--- config.mk ---
export PLATFORM = sky130hd
export DESIGN_NAME = tag_header_decoder_flat
export DESIGN_NICKNAME = d
export VERILOG_FILES = /design/src/hdl/thd_pkg.sv /design/src/hdl/thd_stream_if.sv /design/src/hdl/thd_parse.sv /design/src/hdl/thd_out_reg.sv /design/src/hdl/tag_header_decoder.sv /design/src/flat_wrapper.sv
export SDC_FILE = /design/constraint.sdc
export NUM_CORES = 1
export LEC_CHECK = 0
export BUFFER_PORTS_ARGS = -buffer_cell sky130_fd_sc_hd__buf_2
export CORE_MARGIN = 2
export CORE_UTILIZATION = 28
export DETAILED_ROUTE_END_ITERATION = 10
export HOLD_SLACK_MARGIN = 0.02
export MAX_ROUTING_LAYER = met4
export SLEW_MARGIN = 40
export SYNTH_ARGS = -nofsm -noshare
export SYNTH_HDL_FRONTEND = slang
export SYNTH_SLANG_ARGS = --single-unit
--- constraint.sdc ---
create_clock -name clock -period 7.2 [get_ports clock]
set_input_delay 0.72 -clock clock [delete_from_list [all_inputs] [get_ports clock]]
set_output_delay 0.72 -clock clock [all_outputs]
set_load 0.01 [all_outputs]
--- src/hdl/thd_pkg.sv ---
// Package for the tag header decoder: field widths, flag byte layout,
// result type. No dependencies.
`default_nettype none
package thd_pkg;

   localparam int unsigned ByteWidth  = 8;
   localparam int unsigned TypeWidth  = 2;
   localparam int unsigned WordWidth  = 32;
   localparam int unsigned CountWidth = 3;

   // flag byte layout
   localparam int unsigned TypeLsb    = 4;
   localparam int unsigned SeqLenLsb  = 2;
   localparam int unsigned TimeLenLsb = 0;
   localparam int unsigned LenWidth   = 2;

   typedef struct packed {
      logic [TypeWidth-1:0] packet_type;
      logic [WordWidth-1:0] sequence_number;
      logic [WordWidth-1:0] sent_time;
   } thd_result_type;

   // byte count of a length code: code 0..3 means 1..4 bytes
   function automatic logic [CountWidth-1:0] len_count(input logic [LenWidth-1:0] code);
      len_count = {{(CountWidth-LenWidth){1'b0}}, code} + CountWidth'(1);
   endfunction

endpackage : thd_pkg
`default_nettype wire

--- src/hdl/thd_stream_if.sv ---
// Valid/ready stream interfaces for the tag header decoder channels.
// Depends on thd_pkg.
`default_nettype none
interface thd_req_if;
   logic                              valid;
   logic                              ready;
   logic [thd_pkg::ByteWidth-1:0]     byte_in;

   modport source (output valid, output byte_in, input ready);
   modport sink   (input valid, input byte_in, output ready);
endinterface : thd_req_if

interface thd_rsp_if;
   logic                              valid;
   logic                              ready;
   logic [thd_pkg::TypeWidth-1:0]     packet_type;
   logic [thd_pkg::WordWidth-1:0]     sequence_number;
   logic [thd_pkg::WordWidth-1:0]     sent_time;

   modport source (output valid, output packet_type, output sequence_number,
                   output sent_time, input ready);
   modport sink   (input valid, input packet_type, input sequence_number,
                   input sent_time, output ready);
endinterface : thd_rsp_if
`default_nettype wire

--- src/hdl/thd_parse.sv ---
// Tag parser: phase tracking, byte counting and field accumulation.
// Depends on thd_pkg.
`default_nettype none
module thd_parse (
   input  wire logic                          clock,
   input  wire logic                          reset,
   input  wire logic                          fire,
   input  wire logic [thd_pkg::ByteWidth-1:0] byte_in,
   output logic                               res_valid,
   output thd_pkg::thd_result_type            res,
   output logic                               last_pending
);

   typedef enum logic [1:0] {
      PH_FLAG = 2'd0,
      PH_SEQ  = 2'd1,
      PH_TIME = 2'd2
   } phase_type;

   localparam int unsigned BW = thd_pkg::ByteWidth;
   localparam int unsigned WW = thd_pkg::WordWidth;
   localparam int unsigned CW = thd_pkg::CountWidth;

   phase_type                        phase_ff, phase_in;
   logic [CW-1:0]                    bytes_left_ff, bytes_left_in;
   logic [CW-1:0]                    time_bytes_ff, time_bytes_in;
   logic [thd_pkg::TypeWidth-1:0]    type_hold_ff, type_hold_in;
   logic [WW-1:0]                    seq_accum_ff, seq_accum_in;
   logic [WW-1:0]                    time_accum_ff, time_accum_in;
   logic [WW-1:0]                    seq_shift, time_shift;
   logic                             field_last;

   assign seq_shift  = {seq_accum_ff[WW-BW-1:0], byte_in};
   assign time_shift = {time_accum_ff[WW-BW-1:0], byte_in};
   // a zero count is taken as the last byte too
   assign field_last = (bytes_left_ff <= CW'(1));

   always_comb begin
      phase_in      = phase_ff;
      bytes_left_in = bytes_left_ff;
      time_bytes_in = time_bytes_ff;
      type_hold_in  = type_hold_ff;
      seq_accum_in  = seq_accum_ff;
      time_accum_in = time_accum_ff;
      res_valid     = 1'b0;
      if (fire) begin
         unique case (phase_ff)
            PH_SEQ: begin
               seq_accum_in  = seq_shift;
               bytes_left_in = field_last ? time_bytes_ff : bytes_left_ff - CW'(1);
               if (field_last) phase_in = PH_TIME;
            end
            PH_TIME: begin
               time_accum_in = time_shift;
               bytes_left_in = field_last ? '0 : bytes_left_ff - CW'(1);
               if (field_last) begin
                  phase_in  = PH_FLAG;
                  res_valid = 1'b1;
               end
            end
            default: begin
               type_hold_in  = byte_in[thd_pkg::TypeLsb +: thd_pkg::TypeWidth];
               bytes_left_in = thd_pkg::len_count(
                                  byte_in[thd_pkg::SeqLenLsb +: thd_pkg::LenWidth]);
               time_bytes_in = thd_pkg::len_count(
                                  byte_in[thd_pkg::TimeLenLsb +: thd_pkg::LenWidth]);
               seq_accum_in  = '0;
               time_accum_in = '0;
               phase_in      = PH_SEQ;
            end
         endcase
      end
   end

   assign res.packet_type     = type_hold_ff;
   assign res.sequence_number = seq_accum_ff;
   assign res.sent_time       = time_shift;

   // next beat would close a tag and needs room in the result register
   assign last_pending = (phase_ff == PH_TIME) && field_last;

   always_ff @(posedge clock) begin
      if (reset) begin
         phase_ff      <= PH_FLAG;
         bytes_left_ff <= '0;
         time_bytes_ff <= '0;
         type_hold_ff  <= '0;
         seq_accum_ff  <= '0;
         time_accum_ff <= '0;
      end else begin
         phase_ff      <= phase_in;
         bytes_left_ff <= bytes_left_in;
         time_bytes_ff <= time_bytes_in;
         type_hold_ff  <= type_hold_in;
         seq_accum_ff  <= seq_accum_in;
         time_accum_ff <= time_accum_in;
      end
   end

`ifndef SYNTH
   a_flag_to_seq: assert property (@(posedge clock) disable iff (reset)
      fire && (phase_ff == PH_FLAG) |=> (phase_ff == PH_SEQ))
      else $error("flag beat did not start sequence phase");

   a_result_only_on_time: assert property (@(posedge clock) disable iff (reset)
      res_valid |-> fire && (phase_ff == PH_TIME) && field_last)
      else $error("result raised outside the last timestamp beat");

   a_count_in_range: assert property (@(posedge clock) disable iff (reset)
      (phase_ff == PH_SEQ) || (phase_ff == PH_TIME) |->
         (bytes_left_ff >= CW'(1)) && (bytes_left_ff <= CW'(4)))
      else $error("byte count out of range inside a field");
`endif

endmodule : thd_parse
`default_nettype wire

--- src/hdl/thd_out_reg.sv ---
// Result register between the parser and the result channel.
// Depends on thd_pkg.
`default_nettype none
module thd_out_reg (
   input  wire logic                    clock,
   input  wire logic                    reset,
   input  wire logic                    load,
   input  wire thd_pkg::thd_result_type load_data,
   input  wire logic                    rsp_ready,
   output logic                         rsp_valid,
   output thd_pkg::thd_result_type      rsp_data
);

   logic                    valid_ff, valid_in;
   thd_pkg::thd_result_type data_ff;

   assign valid_in  = load || (valid_ff && !rsp_ready);
   assign rsp_valid = valid_ff;
   assign rsp_data  = data_ff;

   always_ff @(posedge clock) begin
      if (reset) begin
         valid_ff <= 1'b0;
      end else begin
         valid_ff <= valid_in;
      end
   end

   always_ff @(posedge clock) begin
      if (load) begin
         data_ff <= load_data;
      end
   end

`ifndef SYNTH
   a_no_overwrite: assert property (@(posedge clock) disable iff (reset)
      load |-> !valid_ff || rsp_ready)
      else $error("result register overwritten before it was taken");

   a_load_shows: assert property (@(posedge clock) disable iff (reset)
      load |=> valid_ff)
      else $error("loaded result not presented");

   a_drain_clears: assert property (@(posedge clock) disable iff (reset)
      valid_ff && rsp_ready && !load |=> !valid_ff)
      else $error("taken result still presented");
`endif

endmodule : thd_out_reg
`default_nettype wire

--- src/hdl/tag_header_decoder.sv ---
// Tag header decoder: one tag byte per beat in, one result per tag out.
// The result is registered: it appears in the cycle after the last timestamp byte is taken.
// Throughput: one byte per cycle, except while the input is stalled as below.
// The input stalls only when a tag's closing byte arrives while the result
// register still holds an untaken result.
// Synchronous active-high reset returns the parser to expecting a flag byte.
`default_nettype none
module tag_header_decoder (
   input  wire logic  clock,
   input  wire logic  reset,
   thd_req_if.sink    req_bus,
   thd_rsp_if.source  rsp_bus
);

   logic                    fire;
   logic                    res_valid;
   logic                    last_pending;
   logic                    out_valid;
   thd_pkg::thd_result_type res;
   thd_pkg::thd_result_type out_data;

   assign req_bus.ready = !last_pending || !out_valid || rsp_bus.ready;
   assign fire          = req_bus.valid && req_bus.ready;

   thd_parse u_parse (
      .clock        (clock),
      .reset        (reset),
      .fire         (fire),
      .byte_in      (req_bus.byte_in),
      .res_valid    (res_valid),
      .res          (res),
      .last_pending (last_pending)
   );

   thd_out_reg u_out_reg (
      .clock     (clock),
      .reset     (reset),
      .load      (res_valid),
      .load_data (res),
      .rsp_ready (rsp_bus.ready),
      .rsp_valid (out_valid),
      .rsp_data  (out_data)
   );

   assign rsp_bus.valid           = out_valid;
   assign rsp_bus.packet_type     = out_data.packet_type;
   assign rsp_bus.sequence_number = out_data.sequence_number;
   assign rsp_bus.sent_time       = out_data.sent_time;

endmodule : tag_header_decoder
`default_nettype wire
--- src/flat_wrapper.sv ---
// flat-port wrapper written by rule: the top's interface ports become plain ports
module tag_header_decoder_flat 
  (clock, reset, req_bus_valid, req_bus_byte_in, req_bus_ready, rsp_bus_valid, rsp_bus_packet_type, rsp_bus_sequence_number, rsp_bus_sent_time, rsp_bus_ready);
  thd_req_if req_bus_i ();
  thd_rsp_if rsp_bus_i ();
  input  wire logic clock;
  input  wire logic reset;
  input wire logic [$bits(req_bus_i.valid)-1:0] req_bus_valid;
  input wire logic [$bits(req_bus_i.byte_in)-1:0] req_bus_byte_in;
  output wire logic [$bits(req_bus_i.ready)-1:0] req_bus_ready;
  output wire logic [$bits(rsp_bus_i.valid)-1:0] rsp_bus_valid;
  output wire logic [$bits(rsp_bus_i.packet_type)-1:0] rsp_bus_packet_type;
  output wire logic [$bits(rsp_bus_i.sequence_number)-1:0] rsp_bus_sequence_number;
  output wire logic [$bits(rsp_bus_i.sent_time)-1:0] rsp_bus_sent_time;
  input wire logic [$bits(rsp_bus_i.ready)-1:0] rsp_bus_ready;
  assign req_bus_i.valid = req_bus_valid;
  assign req_bus_i.byte_in = req_bus_byte_in;
  assign req_bus_ready = req_bus_i.ready;
  assign rsp_bus_valid = rsp_bus_i.valid;
  assign rsp_bus_packet_type = rsp_bus_i.packet_type;
  assign rsp_bus_sequence_number = rsp_bus_i.sequence_number;
  assign rsp_bus_sent_time = rsp_bus_i.sent_time;
  assign rsp_bus_i.ready = rsp_bus_ready;
  tag_header_decoder u_core (.clock(clock), .reset(reset), .req_bus(req_bus_i), .rsp_bus(rsp_bus_i));
endmodule
; ---- Yosys cells after proc, flatten, opt, wreduce, memory -nomap -nowiden
; Cells that the tools add are included.
[word_totals]
regBits = 133
inputBits = 12
out_inout_bits = 68
word_cells = 46
[op_classes]
addsub = 3
n_lt_le_gt_ge = 1
eq_ne = 4
n_mux = 11
n_bitwise = 3
reduce_logical = 14
[ops]
columns = op, n
row1 = one-hot mux 32 bit (2 select lines), 1
row2 = one-hot mux 24 bit (2 select lines), 1
row3 = adder 2 x 1 -> 3 bit (second input constant), 2
row4 = two-way mux 3 bit, 2
row5 = one-hot mux 3 bit (2 select lines), 1
row6 = AND reduction 2 bit, 3
row7 = two-way mux 2 bit, 2
row8 = != test 2 bit (second input constant), 2
row9 = one-hot mux 2 bit (2 select lines), 1
row10 = <= comparator 3 x 1 -> 1 bit (second input constant), 1
row11 = logical AND 1 bit, 3
row12 = logical NOT 1 bit, 3
row13 = logical OR 1 bit, 3
row14 = two-way mux 1 bit, 3
row15 = inverter 1 bit, 3
row16 = AND reduction 3 bit, 1
row17 = subtractor 3 x 1 -> 3 bit (second input constant), 1
row18 = equality test 2 x 1 -> 1 bit (second input constant), 1
row19 = equality test 2 bit (second input constant), 1
row20 = OR reduction 2 bit, 1

; ---- Depth between registers and ports, before layout
; Gate-level depths: netlist of run 1.
[logic_depth]
depth_word = 8
mapped_depth = 8
mapped_depth_nobuf = 6

; ---- By module
; A second synthesis of run 1 with hierarchy kept.
[unflattened]
hier_cells = 400
area_unflattened_um2 = 4744.6
[by_module_without_submodules]
columns = module, instances, cells_each, area_each_um2, seq_area_each_um2
row1 = thd_parse, 1, 328, 2697.6, 1321.3
row2 = thd_out_reg, 1, 70, 2020.7, 2001.9
row3 = tag_header_decoder, 1, 2, 26.3, 0.0

; ---- Worst setup path before layout of run 1
; No wires, ideal clock.
[synth_timing]
kind = reg2reg
startpoint = reg u_core.u_parse.bytes_left_ff[1]
endpoint = reg u_core.u_out_reg.data_ff, in the netlist u_core.u_out_reg.rsp_data[0] (enable)
setup_time_ns = 0.491
arrival_time_ns = 3.903
t_required_ns = 6.709
setup_slack_ns = 2.807
stages_incl_launch_ff = 6
path_buffers = 0
synth_period_minus_slack_ns = 4.393
cell_sequence = dfxtp_1 > inv_1 > ha_1 > o21ba_2 > o21ai_1 > nor2_1
[synth_via]
elab_chain_len = 7
word_cells_on_any_way = 9
cone_classes = order compare (1) / mux (3) / reduce/logical (5)
[synth_lines]
columns = item, line
row1 = start: declaration, thd_parse.sv:25  ; logic [CW-1:0] bytes_left_ff, bytes_left_in;
row2 = start signal: assignment, thd_parse.sv:92  ; bytes_left_ff <= bytes_left_in;
row3 = <= comparator 3 x 1 -> 1 bit (*), thd_parse.sv:36  ; assign field_last = (bytes_left_ff <= CW'(1));
row4 = logical AND 1 bit, thd_parse.sv:80  ; assign last_pending = (phase_ff == PH_TIME) && field_last;
row5 = logical NOT 1 bit, tag_header_decoder.sv:22  ; assign req_bus.ready = !last_pending || !out_valid || rsp_bus.ready;
row6 = logical OR 1 bit (2 in a row), tag_header_decoder.sv:22
row7 = logical AND 1 bit, tag_header_decoder.sv:23  ; assign fire = req_bus.valid && req_bus.ready;
row8 = two-way mux 1 bit (*), thd_parse.sv:46  ; if (fire) begin
row9 = net u_core.res_valid, tag_header_decoder.sv:16  ; logic res_valid;
row10 = end signal: assignment, thd_out_reg.sv:31  ; data_ff <= load_data;
row11 = end: declaration, thd_out_reg.sv:15  ; thd_pkg::thd_result_type data_ff;
; Mark *: on every way through the listed nets, which the timed path passes. The rest lies on a longest branch.
; A chain may end at the register's enable or synchronous reset.

; ---- Final worst setup path of run 1
[layout_timing]
startpoint = reg u_core.u_parse.phase_ff[0]
endpoint = out req_bus_ready
[layout_via]
elab_chain_len = 5
[layout_lines]
columns = item, line
row1 = start: declaration, thd_parse.sv:24  ; phase_type phase_ff, phase_in;
row2 = start signal: assignment, thd_parse.sv:91  ; phase_ff <= phase_in;
row3 = equality test 2 bit, thd_parse.sv:80
row4 = logical AND 1 bit, thd_parse.sv:80
row5 = logical NOT 1 bit, tag_header_decoder.sv:22
row6 = logical OR 1 bit (2 in a row), tag_header_decoder.sv:22
row7 = end: declaration, flat_wrapper.sv:10  ; output wire logic [$bits(req_bus_i.ready)-1:0] req_bus_ready;
; Every way passes these cells.

==> results of run 1 <==
==> cells by family after synthesis <==
logic type / Yosys count
simple gates: 138
flops: 133
compound gates: 73
buf+inv: 36
fa+ha+maj: 7
mux: 6
xor+xnor: 1
==> routing by layer <==
layer / part of all wire [%] / vias up
met5: 0 / -
met4: 1.3 / 0
met3: 5.9 / 11
met2: 49 / 85
met1: 44 / 1569
li1: - / 1547
==> path summary, 6_finish.rpt <==
path	startpoint	end	slack (ns)	cells past startpoint
worst min register to register	u_core.u_parse.seq_accum_ff[31]$_SDFFE_PP0P_	u_core.u_out_reg.rsp_data[63]$_DFFE_PP_	0.43	0
worst max register to register	u_core.u_parse.phase_ff[0]$_SDFFE_PP0P_	u_core.u_out_reg.rsp_data[56]$_DFFE_PP_	4.78	6
worst min-delay path	u_core.u_parse.seq_accum_ff[31]$_SDFFE_PP0P_	u_core.u_out_reg.rsp_data[63]$_DFFE_PP_	0.43	0
worst max-delay path	u_core.u_parse.phase_ff[0]$_SDFFE_PP0P_	req_bus_ready	4.35	5
==> through the flow <==
stage,power (mW),hold slack (ns)
after floorplan,0.9223,0.4080
after global routing,1.812,0.4468
after CTS,1.769,0.4318
after detailed placement,0.9583,0.4173
final,1.755,0.4330
after global placement,0.9510,0.4142
==> sequential cells by signal, summed over array words and instances, names as in the netlist <==
signal,flops
u_core.u_out_reg.rsp_data,66
u_core.u_parse.seq_accum_ff,32
u_core.u_parse.time_accum_ff,24
u_core.u_parse.bytes_left_ff,3
u_core.u_parse.time_bytes_ff,3
u_core.u_parse.phase_ff,2
u_core.u_parse.type_hold_ff,2
u_core.u_out_reg.rsp_valid,1
==> report_power, final <==
group / total (mW) / internal, mW / switching (mW) / leakage, nW
clock: 0.811 / 0.505 / 0.307 / 0.261
combinational: 0.124 / 0.0371 / 0.0868 / 0.635
sequential: 0.819 / 0.808 / 0.0111 / 1.15
total: 1.75 / 1.35 / 0.405 / 2.05
==> worst max-delay path, stage by stage (launching register included) <==
cell       delay (ns)
dfxtp_1          0.34
inv_1            0.07
ha_2             0.59
nand4bb_4        0.23
or2_2            0.34
buf_2            0.14
==> cell usage in the layout, fill, tap and decap left out, drive strengths merged, types with 3 or more instances in the layout <==
cell type and count:
edfxtp 66, clkbuf 18, ha 7, nor2b 3, nor2 9, nor3 3, nand2b 3, mux2i 6
clkinv 6, buf 84, nand3b 4, inv 8, dfxtp 67, nand3 57, nand2 57, a21oi 57
clkinvlp 6
==> layout make-up <==
| cell class | count | area [um2] | share of cell area (%) |
|---|---|---|---|
| sequential | 133 | 3323 | 56.21 |
| tap | 220 | 275.3 | 4.656 |
| clock inverter | 14 | 137.6 | 2.328 |
| multi-input combinational | 225 | 1280 | 21.65 |
| clock buffer | 18 | 429.2 | 7.259 |
| timing repair buffer | 84 | 436.7 | 7.386 |
| inverter | 8 | 30.03 | 0.5079 |
==> impl_metrics.csv, run 1 <==
group,metric,value,unit
status,status,"finished, final reports clean",
grt,grt_pass1_wl,16610,um
cts,clockBufferDepth,2,
grt,grt.busiest_layer,"met2",
logic_synthesis,syn-mean-instance-area,12.05,um2
timing,finalHoldViolCount,0,
floorplan,die_area,18010,um2
critical_path,startpoint_type,"register",
placement,dp_hpwl,6795,um
logic_synthesis,synth-compound-area-share,9.436,%
logic_synthesis,synthAdderAreaFrac,1.845,%
timing,drv_slew,0,
power,power_density,296.8,nW/um2
critical_path,arrival,2.13,ns
cts,clkLatencyLatePin,0.41,ns
placement,gp_congestion,0.8069,
grt,antenna_found_initial,0,
logic_synthesis,synth-simple-area-share,13.78,%
routing,first_pass_iters,5,
logic_synthesis,synth_top_family_by_area,"simple AND/OR/NAND/NOR gates",
cts,cts.sinks,133,
logic_synthesis,synthTopCellsByCount,"67 x dfxtp_1, 66 x edfxtp_1, 57 x a21oi_1, 57 x nand2_1, 57 x nand3_1",
grt,gr-usage-met1,14.45,%
grt,grt_use_met2,18.85,%
timing,worst_pin_slew,0.7194,ns
cts,cts_resized,0,
logic_synthesis,ys_seq_elements,133,
placement,dpl-instance-area,5341,um2
logic_synthesis,yosys.cell_count.top_type,"dfxtp_1",
routing,antenna_left,0,
routing,drtIter0Drc,254,
cts,clockRootBuffer,"clkbuf_16",
grt,met3_usage,4.460,%
timing,slew_headroom,52.04,%
grt,grt_max_degree,72,
critical_path,worst_setup_path_end_kind,"output port",
cells_and_area,diodes,0,
logic_synthesis,synth_edf_count,66,
grt,gr-usage-all-layers,12.19,%
timing,setup_viol_count_final,0,
logic_synthesis,ys_async_sr_fraction,0,%
routing,drcViolationCount,0,
cts,postCtsSetupRepairBufs,0,
floorplan,rows,47,
cells_and_area,layout-drive-gt1-share,26.14,%
floorplan,core,16580,um2
floorplan,initial_core_util,28.63,%
floorplan,fp.dieW,134.2,um
routing,drt_wl_total,10550,um
critical_path,crit_fanout,31,
worst_hold_path,hp-class,"reg -> reg",
logic_synthesis,synth.largest_area_cell,"edfxtp_1",
logic_synthesis,yosys-mux-area-fraction,1.265,%
timing,worst_slack,4.351,ns
logic_synthesis,synthCells,394,
logic_synthesis,synth_fp_nets,413,
critical_path,critical_path_class,"reg -> out",
logic_synthesis,ys_types,34,
cells_and_area,final_nets,488,
cts,clkTransAtPathRegs,0.05,ns
cells_and_area,final_cells,702,
cells_and_area,syn2layout_area_growth,24.54,%
cts,cts_hold_buf,0,
timing,post-route-min-period,2.849,ns
power,power_leakage,2.048,nW
logic_synthesis,yosys-top-cells-area,"edfxtp_1 42%, dfxtp_1 28%, a21oi_1 6.0%, nand3_1 6.0%, nand2_1 4.5%",
routing,viasPerCell,4.575,
placement,dpl_worst_slack,4.667,ns
cts,htreeDepth,4,
placement,port_buffers,79,
routing,via_count,3212,
logic_synthesis,netlist.area_leader.share,41.75,%
logic_synthesis,synth_flop_cell,"dfxtp_1",
cts,cts_tree,"done",
flow_run,cap_violations,0,
timing,timing.fmax,351.0,MHz
placement,dp.cells,670,
critical_path,cp.required,6.48,ns
cts,cts_made_buffers,17,
timing,rsz0062_at_grt,"false",
logic_synthesis,yosys_warnings,0,
routing,wl_per_cell,15.02,um
cells_and_area,n_fill_cell,1634,
timing,finalCritPeriodShare,39.57,%
cells_and_area,fin_util,35.65,%
logic_synthesis,seq_area_frac_synth,70.01,%
floorplan,io_pins,80,
timing,fin_setup_tns,0,ns
logic_synthesis,synth_xor_area_share,0.1845,%
floorplan,die_h,134.2,um
grt,grt-ovfl-total,0,
cells_and_area,design_area,5912,um2
grt,grt_pass1_vias,3173,
timing,fin_skew,0.007902,ns
logic_synthesis,synth_area,4747,um2
power,irDropWorstVdd,0.0001789,V
(Power assumes the default switching activity.)
==> inputs of run 2 (changes only) <==
clock period = 2.7 ns   (was 7.2 ns; I/O delays follow)
==> impl_metrics.csv, run 2 (synthesis gave the netlist of run 1 again) <==
group,metric,value,unit
critical_path,crit_fanout,66,
routing,wl_met2,5044,um
timing,setup_viol_count_final,0,
routing,drt_wl_total,10330,um
floorplan,initial_core_util,28.63,%
placement,dp_hpwl,6719,um
routing,met3_length,593,um
cells_and_area,final_cell_mix,"79 x buf_2, 67 x dfxtp_1, 66 x edfxtp_1",
routing,drcViolationCount,0,
timing,drv_slew,0,
cts,cts_hold_buf,0,
critical_path,reg2reg_depth,6,
grt,grt_pass1_wl,16500,um
cells_and_area,layout-drive-gt1-share,25.77,%
cells_and_area,final_common_cell,"buf_2",
worst_hold_path,hp-class,"in -> reg",
status,status,"finished, final reports clean",
routing,viasPerCell,4.533,
placement,gp_congestion,0.8408,
placement,port_buffers,79,
critical_path,startpoint_type,"register",
timing,post-route-min-period,2.172,ns
cts,postCtsSetupRepairBufs,0,
cts,clockRootBuffer,"clkbuf_16",
cells_and_area,largest_register_ffs,66,
grt,grt_max_degree,67,
timing,fin_setup_tns,0,ns
cells_and_area,multi_input_area,1269,um2
cells_and_area,n_fill_cell,1661,
critical_path,worst_setup_path_end_kind,"register",
critical_path,rrSetupSlack,0.53,ns
timing,slew_headroom,58.48,%
timing,timing.fmax,460.5,MHz
cells_and_area,syn2layout_area_growth,25.46,%
cts,clkLatencyLatePin,0.41,ns
routing,first_pass_iters,5,
critical_path,timing.rr.start,"u_core.u_parse.bytes_left_ff[1]$_SDFFE_PP0N_",
grt,gr-usage-all-layers,12.11,%
flow_run,cap_violations,0,
cts,htreeDepth,4,
critical_path,endpoint,"u_core.u_out_reg.rsp_data[46]$_DFFE_PP_",
cts,cts_made_buffers,17,
timing,finalCritPeriodShare,80.44,%
timing,rsz0062_at_grt,"false",
routing,met1_length,4524,um
floorplan,fp.dieW,134.2,um
power,power_leakage,2.082,nW
routing,antenna_left,0,
timing,worst_pin_slew,0.6227,ns
timing,finalHoldViolCount,0,
critical_path,timing.rr.end,"u_core.u_out_reg.rsp_data[46]$_DFFE_PP_",
routing,wl_per_cell,14.63,um
cts,cts.sinks,133,
cells_and_area,area.sequential,3323,um2
cts,cts_resized,0,
floorplan,die_h,134.2,um
routing,via_count,3200,
critical_path,crit_start,"u_core.u_parse.bytes_left_ff[1]$_SDFFE_PP0N_",
floorplan,io_pins,80,
critical_path,critical_path_class,"reg -> reg",
power,irDropWorstVdd,0.0005055,V
floorplan,core,16580,um2
grt,grt-ovfl-total,0,
cells_and_area,final_nets,491,
power,power_density,801.2,nW/um2
critical_path,cp.required,2.77,ns
critical_path,arrival,2.24,ns
floorplan,rows,47,
routing,top_layer,"met4",
floorplan,die_area,18010,um2
placement,dpl-instance-area,5365,um2
cells_and_area,design_area,5956,um2
timing,fin_skew,0.005409,ns
grt,grt_pass1_vias,3219,
cts,clockBufferDepth,2,
grt,antenna_found_initial,1,
cts,cts_tree,"done",
cts,clkTransAtPathRegs,0.05,ns
routing,drtIter0Drc,245,
-- run 2: cell types whose count changed in the layout (fill, tap and decap cells not counted), sizes merged --
cell      before  now
clkinv         6    8
clkinvlp       6    3
bufinv         2    3
clkbuf        18   17
inv            8    9
diode          0    1
buf           84   87
-- run 2: layout make-up --
| type | instances | share of cell area (%) |
|---|---|---|
| Sequential cell | 133 | 55.80 |
| Clock buffer | 17 | 7.143 |
| Tap cell | 220 | 4.622 |
| Inverter | 8 | 0.5042 |
| Multi-Input combinational cell | 225 | 21.30 |
| Clock inverter | 15 | 2.731 |
| Antenna cell | 1 | 0.04202 |
| Timing Repair Buffer | 87 | 7.857 |
-- run 2: worst min path at each step --
stage,to,slack [ns],cells past startpoint,start
2_1_floorplan,u_core.u_out_reg.rsp_data[0]$_DFFE_PP_,0.37,0,req_bus_byte_in[0]
3_3_place_gp,u_core.u_out_reg.rsp_data[63]$_DFFE_PP_,0.42,0,u_core.u_parse.seq_accum_ff[31]$_SDFFE_PP0P_
3_5_place_dp,u_core.u_out_reg.rsp_data[30]$_DFFE_PP_,0.42,0,u_core.u_parse.time_accum_ff[22]$_SDFFE_PP0P_
4_1_cts,u_core.u_out_reg.rsp_data[6]$_DFFE_PP_,0.09,1,req_bus_byte_in[6]
5_1_grt,u_core.u_out_reg.rsp_data[6]$_DFFE_PP_,0.1,1,req_bus_byte_in[6]
6_report,u_core.u_out_reg.rsp_data[6]$_DFFE_PP_,0.11,1,req_bus_byte_in[6]
-- run 2: worst max-delay path: stages, from the launching register on --
cell     delay [ns]
dfxtp_1        0.39
inv_1          0.10
ha_1           0.20
o21ba_2        0.36
o21ai_1        0.25
nor2_4         0.17
buf_12         0.31
-- run 2: where the power goes --
part / internal [mW] / total (mW) / leakage, nW / switching [mW]
combinational: 0.101 / 0.331 / 0.654 / 0.229
clock: 1.44 / 2.26 / 0.277 / 0.822
sequential: 2.15 / 2.18 / 1.15 / 0.0282
-- run 2: through the flow --
stage | hold WS [ns] | worst slack [ns] | instances | utilization (%) | power (mW)
final | 0.1074 | 0.5283 | 706 | 35.91 | 4.772
after CTS | 0.09009 | 0.5516 | 705 | 35.90 | 4.813
after global placement | 0.4195 | 0.6804 | 673 | 32.35 | 2.542
after global routing | 0.09901 | 0.3833 | 706 | 35.91 | 4.930
after detailed placement | 0.4198 | 0.5604 | 673 | 32.35 | 2.556
after floorplan | 0.3689 | 0.1271 | 394 | - | 2.459
-- run 2: routing by layer --
metal | vias to the layer above | global-route usage (%)
met4 | 0 | 4.912
li1 | 1555 | -
met5 | - | -
met2 | 84 | 18.88
met3 | 11 | 4.044
met1 | 1550 | 14.45
